`config.mk`:
```
export PLATFORM = sky130hd
export DESIGN_NAME = shift_register_io_expander
export DESIGN_NICKNAME = d
export VERILOG_FILES = /design/src/sv/sio_pkg.sv /design/src/sv/sio_engine.sv /design/src/sv/sio_out_reg.sv /design/src/sv/shift_register_io_expander.sv
export VERILOG_INCLUDE_DIRS = /design/src /design/src/sv
export SDC_FILE = /design/constraint.sdc
export NUM_CORES = 1
export LEC_CHECK = 0
export BUFFER_PORTS_ARGS = -buffer_cell sky130_fd_sc_hd__buf_2
export CAP_MARGIN = 20
export CORE_ASPECT_RATIO = 1.4
export CORE_UTILIZATION = 30
export DETAILED_ROUTE_END_ITERATION = 10
export HOLD_SLACK_MARGIN = 0.06
export SETUP_SLACK_MARGIN = 0.05
export SLEW_MARGIN = 20
export SYNTH_ARGS = -nofsm -noshare
export SYNTH_HDL_FRONTEND = slang
export SYNTH_SLANG_ARGS = --single-unit
```
`constraint.sdc`:
```
create_clock -name clk -period 3 [get_ports clk]
set_input_delay 0.15 -clock clk [delete_from_list [all_inputs] [get_ports clk]]
set_output_delay 0.15 -clock clk [all_outputs]
set_load 0.005 [all_outputs]
```
`src/sv/assert_macros.svh`:
```
// ----------------------------------------------------------------------------
// assert_macros.svh
// Concurrent assertion helpers; empty when SYNTHESIS is defined.
// ----------------------------------------------------------------------------
`ifndef ASSERT_MACROS_SVH
`define ASSERT_MACROS_SVH

`ifndef SYNTHESIS

// prop must hold at every clock edge outside reset
`define ASSERT_HOLDS(label, clk, rst_n, prop) \
	label: assert property (@(posedge clk) disable iff (!rst_n) (prop)) \
		else $error("assertion failed");

// cond must never be true outside reset
`define ASSERT_NEVER(label, clk, rst_n, cond) \
	label: assert property (@(posedge clk) disable iff (!rst_n) !(cond)) \
		else $error("forbidden condition seen");

`else

`define ASSERT_HOLDS(label, clk, rst_n, prop)
`define ASSERT_NEVER(label, clk, rst_n, cond)

`endif

`endif

```
`src/sv/sio_pkg.sv`:
```
`timescale 1ns / 1ps
// ----------------------------------------------------------------------------
// sio_pkg
// Types and constants shared by the I/O expander modules.
// ----------------------------------------------------------------------------
package sio_pkg;

	localparam int MASK_W  = 32;
	localparam int THRESH_W = 8;
	localparam logic [THRESH_W-1:0] THRESH_RESET = 8'd3;
	localparam logic [THRESH_W-1:0] MATCH_MAX    = 8'hFF;

	typedef enum logic [2:0] {
		ACT_WRITE = 3'd0,
		ACT_READ  = 3'd1,
		ACT_SCAN  = 3'd2,
		ACT_SHIFT = 3'd3,
		ACT_TICK  = 3'd4
	} action_t;

	typedef enum logic [3:0] {
		PH_IDLE       = 4'd0,
		PH_LOAD_LOW   = 4'd1,
		PH_LOAD_HIGH  = 4'd2,
		PH_SAMPLE     = 4'd3,
		PH_ICLK_LOW   = 4'd4,
		PH_ODATA      = 4'd5,
		PH_OCLK_HIGH  = 4'd6,
		PH_LATCH_LOW  = 4'd7,
		PH_LATCH_HIGH = 4'd8
	} phase_t;

	typedef struct packed {
		logic load;
		logic iclk;
		logic odata;
		logic oclk;
		logic latch;
	} pins_t;

	localparam pins_t PINS_RESET = '{load: 1'b1, iclk: 1'b0, odata: 1'b0,
		oclk: 1'b1, latch: 1'b1};

	typedef struct packed {
		logic [2:0]        action;
		logic [MASK_W-1:0] pin_mask;
		logic              pin_value;
		logic              bank_select;
		logic              serial_in;
	} item_t;

	typedef struct packed {
		logic  read_bit;
		pins_t pins;
		logic  busy;
	} result_t;

	// engine status seen by the top level
	typedef struct packed {
		pins_t pins;
		logic  idle;
	} status_t;

endpackage

```
`src/sv/sio_engine.sv`:
```
`timescale 1ns / 1ps
// ----------------------------------------------------------------------------
// sio_engine
// Image registers, debounce state and pin sequencer; one item per fire.
// ----------------------------------------------------------------------------
module sio_engine #(
	parameter int INPUT_BITS  = 32,
	parameter int OUTPUT_BITS = 16
) (
	input  logic                            clk,
	input  logic                            arst_n,
	input  logic                            fire,
	input  sio_pkg::item_t                  item,
	input  logic [sio_pkg::THRESH_W-1:0]    threshold,
	output sio_pkg::result_t                result,
	output sio_pkg::status_t                status
);

	localparam int SW = (INPUT_BITS > OUTPUT_BITS) ? INPUT_BITS : OUTPUT_BITS;
	localparam int CW = $clog2(SW + 1);
	localparam int IW = $clog2(SW);

	logic [OUTPUT_BITS-1:0]        out_img_q, out_img_d;
	logic [INPUT_BITS-1:0]         in_img_q, in_img_d;
	logic [INPUT_BITS-1:0]         prev_q, prev_d;
	logic [sio_pkg::THRESH_W-1:0]  match_q, match_d, match_fin;
	logic [SW-1:0]                 shift_q, shift_d;
	logic [CW-1:0]                 cnt_q, cnt_d, cnt_dec;
	sio_pkg::phase_t               phase_q, phase_d;
	sio_pkg::pins_t                pins_q, pins_d;
	logic                          rd;
	logic [IW-1:0]                 bidx;
	logic                          bit_ok;
	logic [INPUT_BITS-1:0]         word;
	logic [OUTPUT_BITS-1:0]        wmask;

	always_ff @(posedge clk or negedge arst_n) begin
		if (!arst_n) begin
			out_img_q <= '0;
			in_img_q  <= '0;
			prev_q    <= '0;
			match_q   <= '0;
			shift_q   <= '0;
			cnt_q     <= '0;
			phase_q   <= sio_pkg::PH_IDLE;
			pins_q    <= sio_pkg::PINS_RESET;
		end else if (fire) begin
			out_img_q <= out_img_d;
			in_img_q  <= in_img_d;
			prev_q    <= prev_d;
			match_q   <= match_d;
			shift_q   <= shift_d;
			cnt_q     <= cnt_d;
			phase_q   <= phase_d;
			pins_q    <= pins_d;
		end
	end

	assign cnt_dec = (cnt_q != '0) ? cnt_q - CW'(1) : cnt_q;
	assign bidx    = IW'(cnt_q - CW'(1));
	assign bit_ok  = (cnt_q != '0) && (cnt_q <= CW'(SW));
	assign word    = shift_q[INPUT_BITS-1:0];
	assign wmask   = item.pin_mask[OUTPUT_BITS-1:0];

	// saturating count of equal successive scans
	always_comb begin
		if (word == prev_q) begin
			match_fin = (match_q == sio_pkg::MATCH_MAX) ? match_q
				: match_q + sio_pkg::THRESH_W'(1);
		end else begin
			match_fin = '0;
		end
	end

	always_comb begin
		out_img_d = out_img_q;
		in_img_d  = in_img_q;
		prev_d    = prev_q;
		match_d   = match_q;
		shift_d   = shift_q;
		cnt_d     = cnt_q;
		phase_d   = phase_q;
		pins_d    = pins_q;
		rd        = 1'b0;

		unique case (sio_pkg::action_t'(item.action))
			sio_pkg::ACT_WRITE: begin
				out_img_d = item.pin_value ? (out_img_q | wmask) : (out_img_q & ~wmask);
			end
			sio_pkg::ACT_READ: begin
				rd = item.bank_select ? |(out_img_q & wmask)
					: |(in_img_q & item.pin_mask[INPUT_BITS-1:0]);
			end
			sio_pkg::ACT_SCAN: begin
				if (phase_q == sio_pkg::PH_IDLE) begin
					pins_d.load = 1'b1;
					shift_d     = '0;
					cnt_d       = '0;
					phase_d     = sio_pkg::PH_LOAD_LOW;
				end
			end
			sio_pkg::ACT_SHIFT: begin
				if (phase_q == sio_pkg::PH_IDLE) begin
					shift_d = SW'(out_img_q);
					cnt_d   = CW'(OUTPUT_BITS);
					phase_d = sio_pkg::PH_ODATA;
				end
			end
			sio_pkg::ACT_TICK: begin
				unique case (phase_q)
					sio_pkg::PH_LOAD_LOW: begin
						pins_d.load = 1'b0;
						phase_d     = sio_pkg::PH_LOAD_HIGH;
					end
					sio_pkg::PH_LOAD_HIGH: begin
						pins_d.load = 1'b1;
						cnt_d       = CW'(INPUT_BITS);
						phase_d     = sio_pkg::PH_SAMPLE;
					end
					sio_pkg::PH_SAMPLE: begin
						if (bit_ok && item.serial_in)
							shift_d[bidx] = 1'b1;
						pins_d.iclk = 1'b1;
						phase_d     = sio_pkg::PH_ICLK_LOW;
					end
					sio_pkg::PH_ICLK_LOW: begin
						pins_d.iclk = 1'b0;
						cnt_d       = cnt_dec;
						if (cnt_dec == '0) begin
							match_d = match_fin;
							prev_d  = word;
							if (match_fin >= threshold)
								in_img_d = ~word;
							phase_d = sio_pkg::PH_IDLE;
						end else begin
							phase_d = sio_pkg::PH_SAMPLE;
						end
					end
					sio_pkg::PH_ODATA: begin
						if (bit_ok)
							pins_d.odata = shift_q[bidx];
						pins_d.oclk = 1'b0;
						phase_d     = sio_pkg::PH_OCLK_HIGH;
					end
					sio_pkg::PH_OCLK_HIGH: begin
						pins_d.oclk = 1'b1;
						cnt_d       = cnt_dec;
						phase_d     = (cnt_dec == '0) ? sio_pkg::PH_LATCH_LOW
							: sio_pkg::PH_ODATA;
					end
					sio_pkg::PH_LATCH_LOW: begin
						pins_d.latch = 1'b0;
						phase_d      = sio_pkg::PH_LATCH_HIGH;
					end
					sio_pkg::PH_LATCH_HIGH: begin
						pins_d.latch = 1'b1;
						phase_d      = sio_pkg::PH_IDLE;
					end
					default: begin
						phase_d = sio_pkg::PH_IDLE;
					end
				endcase
			end
			default: begin
			end
		endcase
	end

	assign result.read_bit = rd;
	assign result.pins     = pins_d;
	assign result.busy     = (phase_d != sio_pkg::PH_IDLE);

	assign status.pins = pins_q;
	assign status.idle = (phase_q == sio_pkg::PH_IDLE);

endmodule

```
`src/sv/sio_out_reg.sv`:
```
`timescale 1ns / 1ps
// ----------------------------------------------------------------------------
// sio_out_reg
// Result register with valid/stall handshake toward the consumer.
// ----------------------------------------------------------------------------
module sio_out_reg (
	input  logic             clk,
	input  logic             arst_n,
	input  logic             load,
	input  sio_pkg::result_t result_d,
	input  logic             out_stall,
	output logic             take,
	output logic             out_valid,
	output sio_pkg::result_t result_q
);

	logic valid_q;

	// free when empty or draining this cycle
	assign take = !valid_q || !out_stall;

	always_ff @(posedge clk or negedge arst_n) begin
		if (!arst_n) begin
			valid_q <= 1'b0;
		end else if (take) begin
			valid_q <= load;
		end
	end

	always_ff @(posedge clk) begin
		if (take && load) begin
			result_q <= result_d;
		end
	end

	assign out_valid = valid_q;

endmodule

```
`src/sv/shift_register_io_expander.sv`:
```
`timescale 1ns / 1ps
// ----------------------------------------------------------------------------
// shift_register_io_expander
// Serial GPIO expander: input scan with debounce, output shift with latch.
// ----------------------------------------------------------------------------
// Every word on the input channel is one command (write output bits, read a
// bit, start a scan, start an output shift, or tick the pin sequencer) and
// produces exactly one result word holding the read bit, the five pin levels
// after the command and the busy flag. Throughput is one word per clock while
// the output does not stall; a word's result is registered (it sits in the input
// register, then moves into the result register). The command logic between
// the two is a single pass over small images, an INPUT_BITS-wide compare and an
// 8-bit saturating add, so nothing iterates. A stall on the output holds the result
// register and backs up into in_stall the same cycle. A full scan needs the
// start word plus 2 + 2*INPUT_BITS tick words and an output shift the start
// word plus 2*OUTPUT_BITS + 2 tick words. debounce_threshold may only be
// written while no words are in flight; cfg_ready is always high.
// ----------------------------------------------------------------------------
`include "assert_macros.svh"

module shift_register_io_expander #(
	parameter int INPUT_BITS  = 32,
	parameter int OUTPUT_BITS = 16
) (
	input  logic                          clk,
	input  logic                          arst_n,

	// command channel
	input  logic                          in_valid,
	output logic                          in_stall,
	input  logic [2:0]                    action,
	input  logic [sio_pkg::MASK_W-1:0]    pin_mask,
	input  logic                          pin_value,
	input  logic                          bank_select,
	input  logic                          serial_in,

	// result channel
	output logic                          out_valid,
	input  logic                          out_stall,
	output logic                          read_bit,
	output logic                          load_pin,
	output logic                          in_clock_pin,
	output logic                          out_data_pin,
	output logic                          out_clock_pin,
	output logic                          latch_pin,
	output logic                          busy_res,

	// configuration
	input  logic                          cfg_valid,
	output logic                          cfg_ready,
	input  logic [sio_pkg::THRESH_W-1:0]  debounce_threshold
);

	logic                          valid_s1;
	sio_pkg::item_t                item_s1;
	logic                          take;
	logic                          advance;
	logic [sio_pkg::THRESH_W-1:0]  thresh_q;
	sio_pkg::result_t              res_next;
	sio_pkg::result_t              res_q;
	sio_pkg::status_t              status;

	// threshold register; the user must write it only between commands, the block does not enforce it
	assign cfg_ready = 1'b1;

	always_ff @(posedge clk or negedge arst_n) begin
		if (!arst_n) begin
			thresh_q <= sio_pkg::THRESH_RESET;
		end else if (cfg_valid && cfg_ready) begin
			thresh_q <= debounce_threshold;
		end
	end

	// input register: a held word stalls only if the result slot is full
	assign advance  = valid_s1 && take;
	assign in_stall = valid_s1 && !take;

	always_ff @(posedge clk or negedge arst_n) begin
		if (!arst_n) begin
			valid_s1 <= 1'b0;
		end else if (!in_stall) begin
			valid_s1 <= in_valid;
		end
	end

	always_ff @(posedge clk) begin
		if (in_valid && !in_stall) begin
			item_s1 <= '{action: action, pin_mask: pin_mask, pin_value: pin_value,
				bank_select: bank_select, serial_in: serial_in};
		end
	end

	// state update happens when the word moves into the result register
	sio_engine #(
		.INPUT_BITS  (INPUT_BITS),
		.OUTPUT_BITS (OUTPUT_BITS)
	) u_engine (
		.clk       (clk),
		.arst_n    (arst_n),
		.fire      (advance),
		.item      (item_s1),
		.threshold (thresh_q),
		.result    (res_next),
		.status    (status)
	);

	sio_out_reg u_out (
		.clk       (clk),
		.arst_n    (arst_n),
		.load      (valid_s1),
		.result_d  (res_next),
		.out_stall (out_stall),
		.take      (take),
		.out_valid (out_valid),
		.result_q  (res_q)
	);

	assign read_bit      = res_q.read_bit;
	assign load_pin      = res_q.pins.load;
	assign in_clock_pin  = res_q.pins.iclk;
	assign out_data_pin  = res_q.pins.odata;
	assign out_clock_pin = res_q.pins.oclk;
	assign latch_pin     = res_q.pins.latch;
	assign busy_res      = res_q.busy;

	// a stall upstream only ever comes from a held word
	`ASSERT_HOLDS(a_stall_has_word, clk, arst_n, in_stall |-> valid_s1)

	// a word leaving the input register always shows up as a result
	`ASSERT_HOLDS(a_advance_gives_result, clk, arst_n, advance |=> out_valid)

	// with the sequencer idle, load, oclk and latch rest high and iclk rests low
	`ASSERT_HOLDS(a_idle_pins_quiet, clk, arst_n,
		status.idle |-> (status.pins.load && status.pins.oclk && status.pins.latch
			&& !status.pins.iclk))

endmodule
```
==> impl_results.md, run 1 <==
- Status: finished, violations left
- Failing checks: setup timing
- CTS tree: built
- Die area: between 30,000 and 40,000 µm²
- Syn Inst Count: slightly below 800
- Psw: 2.56 mW
- Combinational power share: between 20 and 30%
- Max cap viols: 0
- Final ANT Viol Nets: 0
- Min-delay worst type: input pin to flip-flop
- # fillers: 2,804
- Yosys reg bits: between 150 and 200
- Final setup margin: -0.420 ns
- Root buf cell: clkbuf_16
- Reg area: 4990 µm²
- Clk sinks: 190
- GP Congestion: around 0.9
- # port buffers: 59
- Via Count: 6,702
- Num CTS Buffers: 17
- # diodes: 0
- Internal power: around 5.4 mW
- Clk_skew: between 0.01 and 0.015 ns
- Die span in y: between 200 and 250 µm
- FP Rows: between 70 and 80
- Syn_nets: roughly 840
- Num ports: about 60
- Initial core utilization: a little under a third
- Async set or reset register ratio after synthesis: 76.3%
- Worst-margin pin slew: between 0.8 and 0.9 ns
- Setup CP Type: flip-flop to flip-flop
- CP startpoint: u_engine.shift_q[1]
- WL/cell: approximately 18 µm
- Worst reg2reg path startpoint: u_engine.shift_q[1]
- RSZ-0062 raised after global routing: true
- GRT Resource Usage Total: between 15 and 20%
- Sw Share: approximately 32%
- Pre-Repair DR Iteration Count: 6
- Die X: between 100 and 150 µm
- Arr. time, crit path: about 3.8 ns
- Hold Vio Cnt, Final: 0
- Core Box Area: 29,400 µm²
- Pwr dens: about 680 nW/µm²
- Max Fclk: approximately 290 MHz
- Clock Path Buffers: 2
- Yosys warns: 0
- Initial drt markers: ~410
- Post-route minimum period: around 3.4 ns
- Final Slew Violations: 0
- Antenna violations before repair: 0
- Worst Path Max Fanout: 9
- Power Total: between 7 and 8 mW
- Final net count: ~1,000
- Clk slew on worst S/H paths: 0.07 ns
- Min-delay src: cfg_valid
- Total gr overflow: 0
- Yosys cell types: 69
- Slew HR: between 40% and 50%
- Synth Cell Area: approximately 9000 µm²
- Layout cells sized above 1: a little over a quarter
- Final WL: 23.8 mm
- Clock Latency Late Sink: approximately 0.45 ns
- Clock power frac: 31.3%
- Max VDD drop: 0.000422 V
- Main synth FF type: dfrtp_1
- Post-DP HPWL: approximately 16 mm
- Finished Core Util: 39.7%
- Final Cycle Share: 114%
- First-pass GRT wire length: around 38 mm
- Final setup viols: 32
- Vias per cell: between 4 and 5
- Nature of the critical path endpoint: flip-flop
- EDFF count, synth: 45
- Vias in the first global route: between 6,000 and 7,000
- Largest net degree at the start of global routing: 66
- Crit path launch type: flip-flop
- Area of the multi-input gates: ~3800 µm²
- H-Tree Depth: 4
- Mean Syn Cell Area: ~12 µm²
- Area delta synth->final: 29.1%
- Seq/Total Area, Yosys: between 50% and 60%
- LEAKAGE: roughly 5.6 nW
- Required @ worst endpoint: between 3 and 4 ns
- Sequential Power Share: between 30% and 40%
- DRC viols: 0
logic make-up after synthesis:
group	Yosys count	synth area share, %
other cells	1	0.0414
simple gates	197	11.1
buf+inv	81	4.03
xor+xnor	38	3.67
compound gates	162	11.9
mux	97	12.6
fa+ha+maj	13	1.79
flops	190	55.0
through the flow:
step / setup TNS (ns) / instances / worst slack (ns) / hold WS (ns) / instance area (µm²)
after detailed placement: -23.09 / 1244 / -0.756 / 0.185 / 10200
final: -12.37 / 1348 / -0.420 / 0.150 / 11700
after global routing: -16.59 / 1348 / -0.556 / 0.149 / 11700
after global placement: -19.07 / 1244 / -0.605 / 0.191 / 10200
after CTS: -12.85 / 1346 / -0.427 / 0.108 / 11600
after floorplan: -1.66 / 779 / -0.0554 / -0.146 / 9080
registers in the layout (all words and copies together), names as in the netlist, named ones only:
signal	cells
valid_s1	1
u_engine.status	5
u_engine.in_img_q	32
u_engine.shift_q	32
u_engine.prev_q	32
thresh_q	8
u_out.result_q	7
u_engine.cnt_q	6
u_engine.match_q	8
u_engine.phase_q	4
item_s1	38
u_out.out_valid	1
power groups by stage:
stage	combinational, mW	clock [mW]	sequential [mW]
final	2.33	2.49	3.14
after global routing	2.55	2.65	3.17
after CTS	2.25	2.55	3.14
after detailed placement	2.13	0	3.19
after global placement	2.11	0	3.18
after floorplan	1.49	0	3.10
cells in the mapped netlist (13+ instances only):
cell type / count / area (µm²)
a21oi_1: 37 / 185
a32oi_1: 16 / 140
clkbuf_1: 17 / 63.8
dfrtp_1: 140 / 3500
edfxtp_1: 45 / 1350
ha_1: 13 / 163
inv_1: 46 / 173
mux2_2: 54 / 608
mux2i_1: 35 / 350
nand2_1: 58 / 218
nand3_1: 13 / 65.1
nor2_1: 50 / 188
o21ai_0: 43 / 215
xor2_1: 33 / 289
path summary, 6_finish.rpt:
| check | end | slack, ns | cells past startpoint |
|---|---|---|---|
| worst max-delay path | u_engine.in_img_q[3] | -0.42 | 14 |
| worst min-delay path | thresh_q[0] | 0.15 | 2 |
| worst max register to register | u_engine.in_img_q[3] | -0.42 | 14 |
| worst min register to register | u_engine.status[2] | 0.50 | 2 |
| max in group asynchronous | u_engine.status[5] | 1.88 | 3 |
| min in group asynchronous | thresh_q[4] | 0.25 | 2 |
placed cells by master, fill, tap and decap left out, types with 6 or more instances in the layout:
cell / instances
nor3_1: 10
a22oi_1: 9
a31oi_1: 8
dfrtp_1: 140
a22o_1: 7
dlygate4sd3_1: 63
buf_4: 60
nand4_1: 6
mux2_2: 54
buf_2: 58
clkbuf_16: 20
nor4_1: 6
nand2_1: 58
mux2i_1: 33
inv_1: 46
and2_1: 6
a221oi_1: 6
o21ai_0: 42
nand3_1: 13
nand2b_1: 8
a21oi_1: 37
a32oi_1: 16
ha_1: 13
xor2_1: 32
nor2_1: 46
edfxtp_1: 45
mux4_2: 8
and3_1: 8
critical path, stage by stage, from the launching register on:
cell and delay, ns:
dfrtp_1 0.41, xor2_2 0.21, nor4_4 0.40, nand4_1 0.18, or2_4 0.27, buf_4 0.13
buf_4 0.16, a31o_4 0.21, nor2_2 0.09, ha_1 0.23, o21a_1 0.22, o211ai_4 0.28
buf_6 0.15, buf_12 0.14, mux2i_2 0.22
final cells by class:
cell class,instances,share of cell area [%]
tap,380,4.06
multi-input combinational,508,32.8
inverter,47,1.51
timing repair buffer,191,13.4
clock buffer,24,4.75
sequential,190,42.6
clock inverter,8,0.919
routing by layer:
layer | up-vias | share of wire [%] | global-route usage (%)
met3 | 37 | 2.3 | 2.51
met4 | 0 | 3.4 | 8.41
met5 | - | 0 | 0
met1 | 3362 | 41 | 18.8
li1 | 3167 | - | -
met2 | 136 | 54 | 29.0
repair_timing:
item,CTS,global route
endpoints found under the hold margin,109,0
buffers inserted,4,2
hold buffers,63,0
pin swaps,7,14
gates resized for setup,13,11
endpoints found under the setup margin,32,33
cloned,3,0
No activity file was read; power rests on OpenSTA's default activity.
==> inputs of run 2 (changes only) <==
Settings changed: CORE_ASPECT_RATIO 1.4 to 1.25.
==> run 2 against run 1 <==
Net effect: register-to-register slack got worse by 0.03 ns; clock power fell by 9.6%; via count fell by 0.82%; non-clock buffer count fell by 3; the run still ends with setup timing left; global-route usage fell by 0.38 points; maximum frequency fell by 0.82%; sequential power barely moved; first-iteration DRC count fell by 3.4%; utilization fell by 0.65 points.
==> impl_results.md, run 2 (same netlist as run 1, synthesis figures left out) <==
- Initial drt markers: 400
- Post-Place Setup Slack: -0.658 ns
- Antenna violations before repair: 0
- Pre-Repair DR Iteration Count: 5
- Final ANT Viol Nets: 0
- Max VDD drop: slightly above 0.0004 V
- Worst hold slack: approximately 0.10 ns
- Num ports: between 60 and 70
- DRC viols: 0
- WL/cell: ~17 µm
- Final net count: 1,016
- Post-route minimum period: roughly 3.4 ns
- Vias in the first global route: 6,802
- Layout cells sized above 1: 26.1%
- Clock Latency Late Sink: 0.44 ns
- # diodes: 0
- Worst Path Max Fanout: 8
- Root buf cell: clkbuf_16
- Clk slew on worst S/H paths: around 0.07 ns
- Worst path cell trace: xor2_1 > nor4_2 > nand4_1 > or2_4 > o21bai_4 > nor2_1 > ha_1 > a21o_1 > a2111oi_2 > o21ai_1 > o211ai_4 > buf_6 > buf_16 > mux2i_2
- Total gr overflow: 0
- Vias per cell: 4.88
- Hold depth: 2
- Design area: between 10,000 and 15,000 µm²
- # fillers: ~2,800
- First-pass GRT wire length: around 37 mm
- Min-delay worst type: input pin to flip-flop
- RSZ-0062 raised after global routing: true
- LEAKAGE: about 5.5 nW
- Num CTS Buffers: 17
- Core Box Area: a little under 30,000 µm²
- Crit path launch type: flip-flop
- Die span in y: roughly 200 µm
- Cells after DPL: between 1,000 and 1,500
- Area post-placement: ~10,000 µm²
- Post-route insts no fill: ~1,400
- # port buffers: 59
- Required @ worst endpoint: ~3.4 ns
- Max cap viols: 0
- Status: finished, violations left
- Post-DP HPWL: approximately 16 mm
- FP Rows: 70
- Worst-margin pin slew: slightly below 0.9 ns
- Die X: 157 µm
- GRT Resource Usage Total: between 10% and 20%
- Pwr dens: about 660 nW/µm²
- Power Total: between 7 and 8 mW
- Clk_skew: about 0.015 ns
- Hold Vio Cnt, Final: 0
- Slowest cell on crit path: nor4_2
- Most frequent cells in the layout: dfrtp_1 (140), buf_4 (62), dlygate4sd3_1 (61)
- Largest net degree at the start of global routing: ~80
- Final WL: 23.5 mm
- Biggest register: item_s1
- Slew HR: 41.2%
- Via Count: ~6,600
- Die area: 30,900 µm²
- GP Congestion: approximately 0.9
- H-Tree Depth: 4
- Clock Path Buffers: 2
- Final setup viols: 32
- Initial core utilization: between 30% and 40%
- Finished Core Util: between 30% and 40%
- Final Cycle Share: 115%
- Nature of the critical path endpoint: flip-flop
- Arr. time, crit path: around 3.8 ns
- CTS tree: built
- Setup CP Type: flip-flop to flip-flop
- Final Slew Violations: 0
- Fin Setup TNS: -11.66 ns
- Clk sinks: between 150 and 200
- Final setup margin: -0.448 ns
- Max Fclk: just under 300 MHz
- Largest register FFs: 38
- Area delta synth->final: 27.3%
- CP peak stage delay: between 0.4 and 0.5 ns
- R2r worst-path depth: 14
- Commonest non-fill, non-tap cell in the layout: dfrtp_1
- Failing checks: setup timing
==> run 2: worst paths after layout <==
| check | to | slack, ns | from |
|---|---|---|---|
| max | u_engine.in_img_q[4] | -0.45 | u_engine.prev_q[15] |
| min | thresh_q[7] | 0.10 | cfg_valid |
| max reg2reg | u_engine.in_img_q[4] | -0.45 | u_engine.prev_q[15] |
| min reg2reg | u_engine.status[2] | 0.49 | u_engine.status[2] |
| max in group asynchronous | u_engine.in_img_q[18] | 1.89 | arst_n |
| min in group asynchronous | thresh_q[5] | 0.32 | arst_n |
==> run 2: critical path, delay by kind of cell (launching register included) <==
kind                     cells  cell delay (ns)
XOR/XNOR                     1             0.18
flip-flops                   1             0.39
adder cells (fa/ha/maj)      1             0.24
buffers and inverters        2             0.31
AND/OR/NAND/NOR              4             1.05
AO/OA/AOI/OAI                5             0.96
multiplexers                 1             0.21
==> run 2: cell type report <==
class	count	area [µm²]	area share (%)
Sequential cell	190	4990	43.2
Multi-Input combinational cell	508	3800	32.9
Timing Repair Buffer	188	1500	13.0
Tap cell	396	495	4.29
Clock buffer	21	482	4.17
Inverter	47	176	1.53
Clock inverter	11	104	0.900
==> run 2: repair_timing <==
item / 4_1_cts / 5_1_grt
resized for setup: 11 / 4
buffers inserted: 2 / 1
cloned: 2 / 0
endpoints found under the hold margin: 122 / 0
hold buffers: 61 / 0
pin swaps: 3 / 5
endpoints found under the setup margin: 32 / 33
==> run 2: per-layer routing <==
metal	global-route usage (%)	vias up	share of wire [%]
met3	2.44	33	2.6
li1	-	3174	-
met1	19.3	3308	43
met4	8.13	0	3.6
met2	27.4	132	51
met5	0	-	0
==> run 2: power by group <==
group | internal, mW | switching [mW]
logic | 0.988 | 1.31
clock network | 1.24 | 1.01
registers | 2.90 | 0.216
total | 5.14 | 2.54
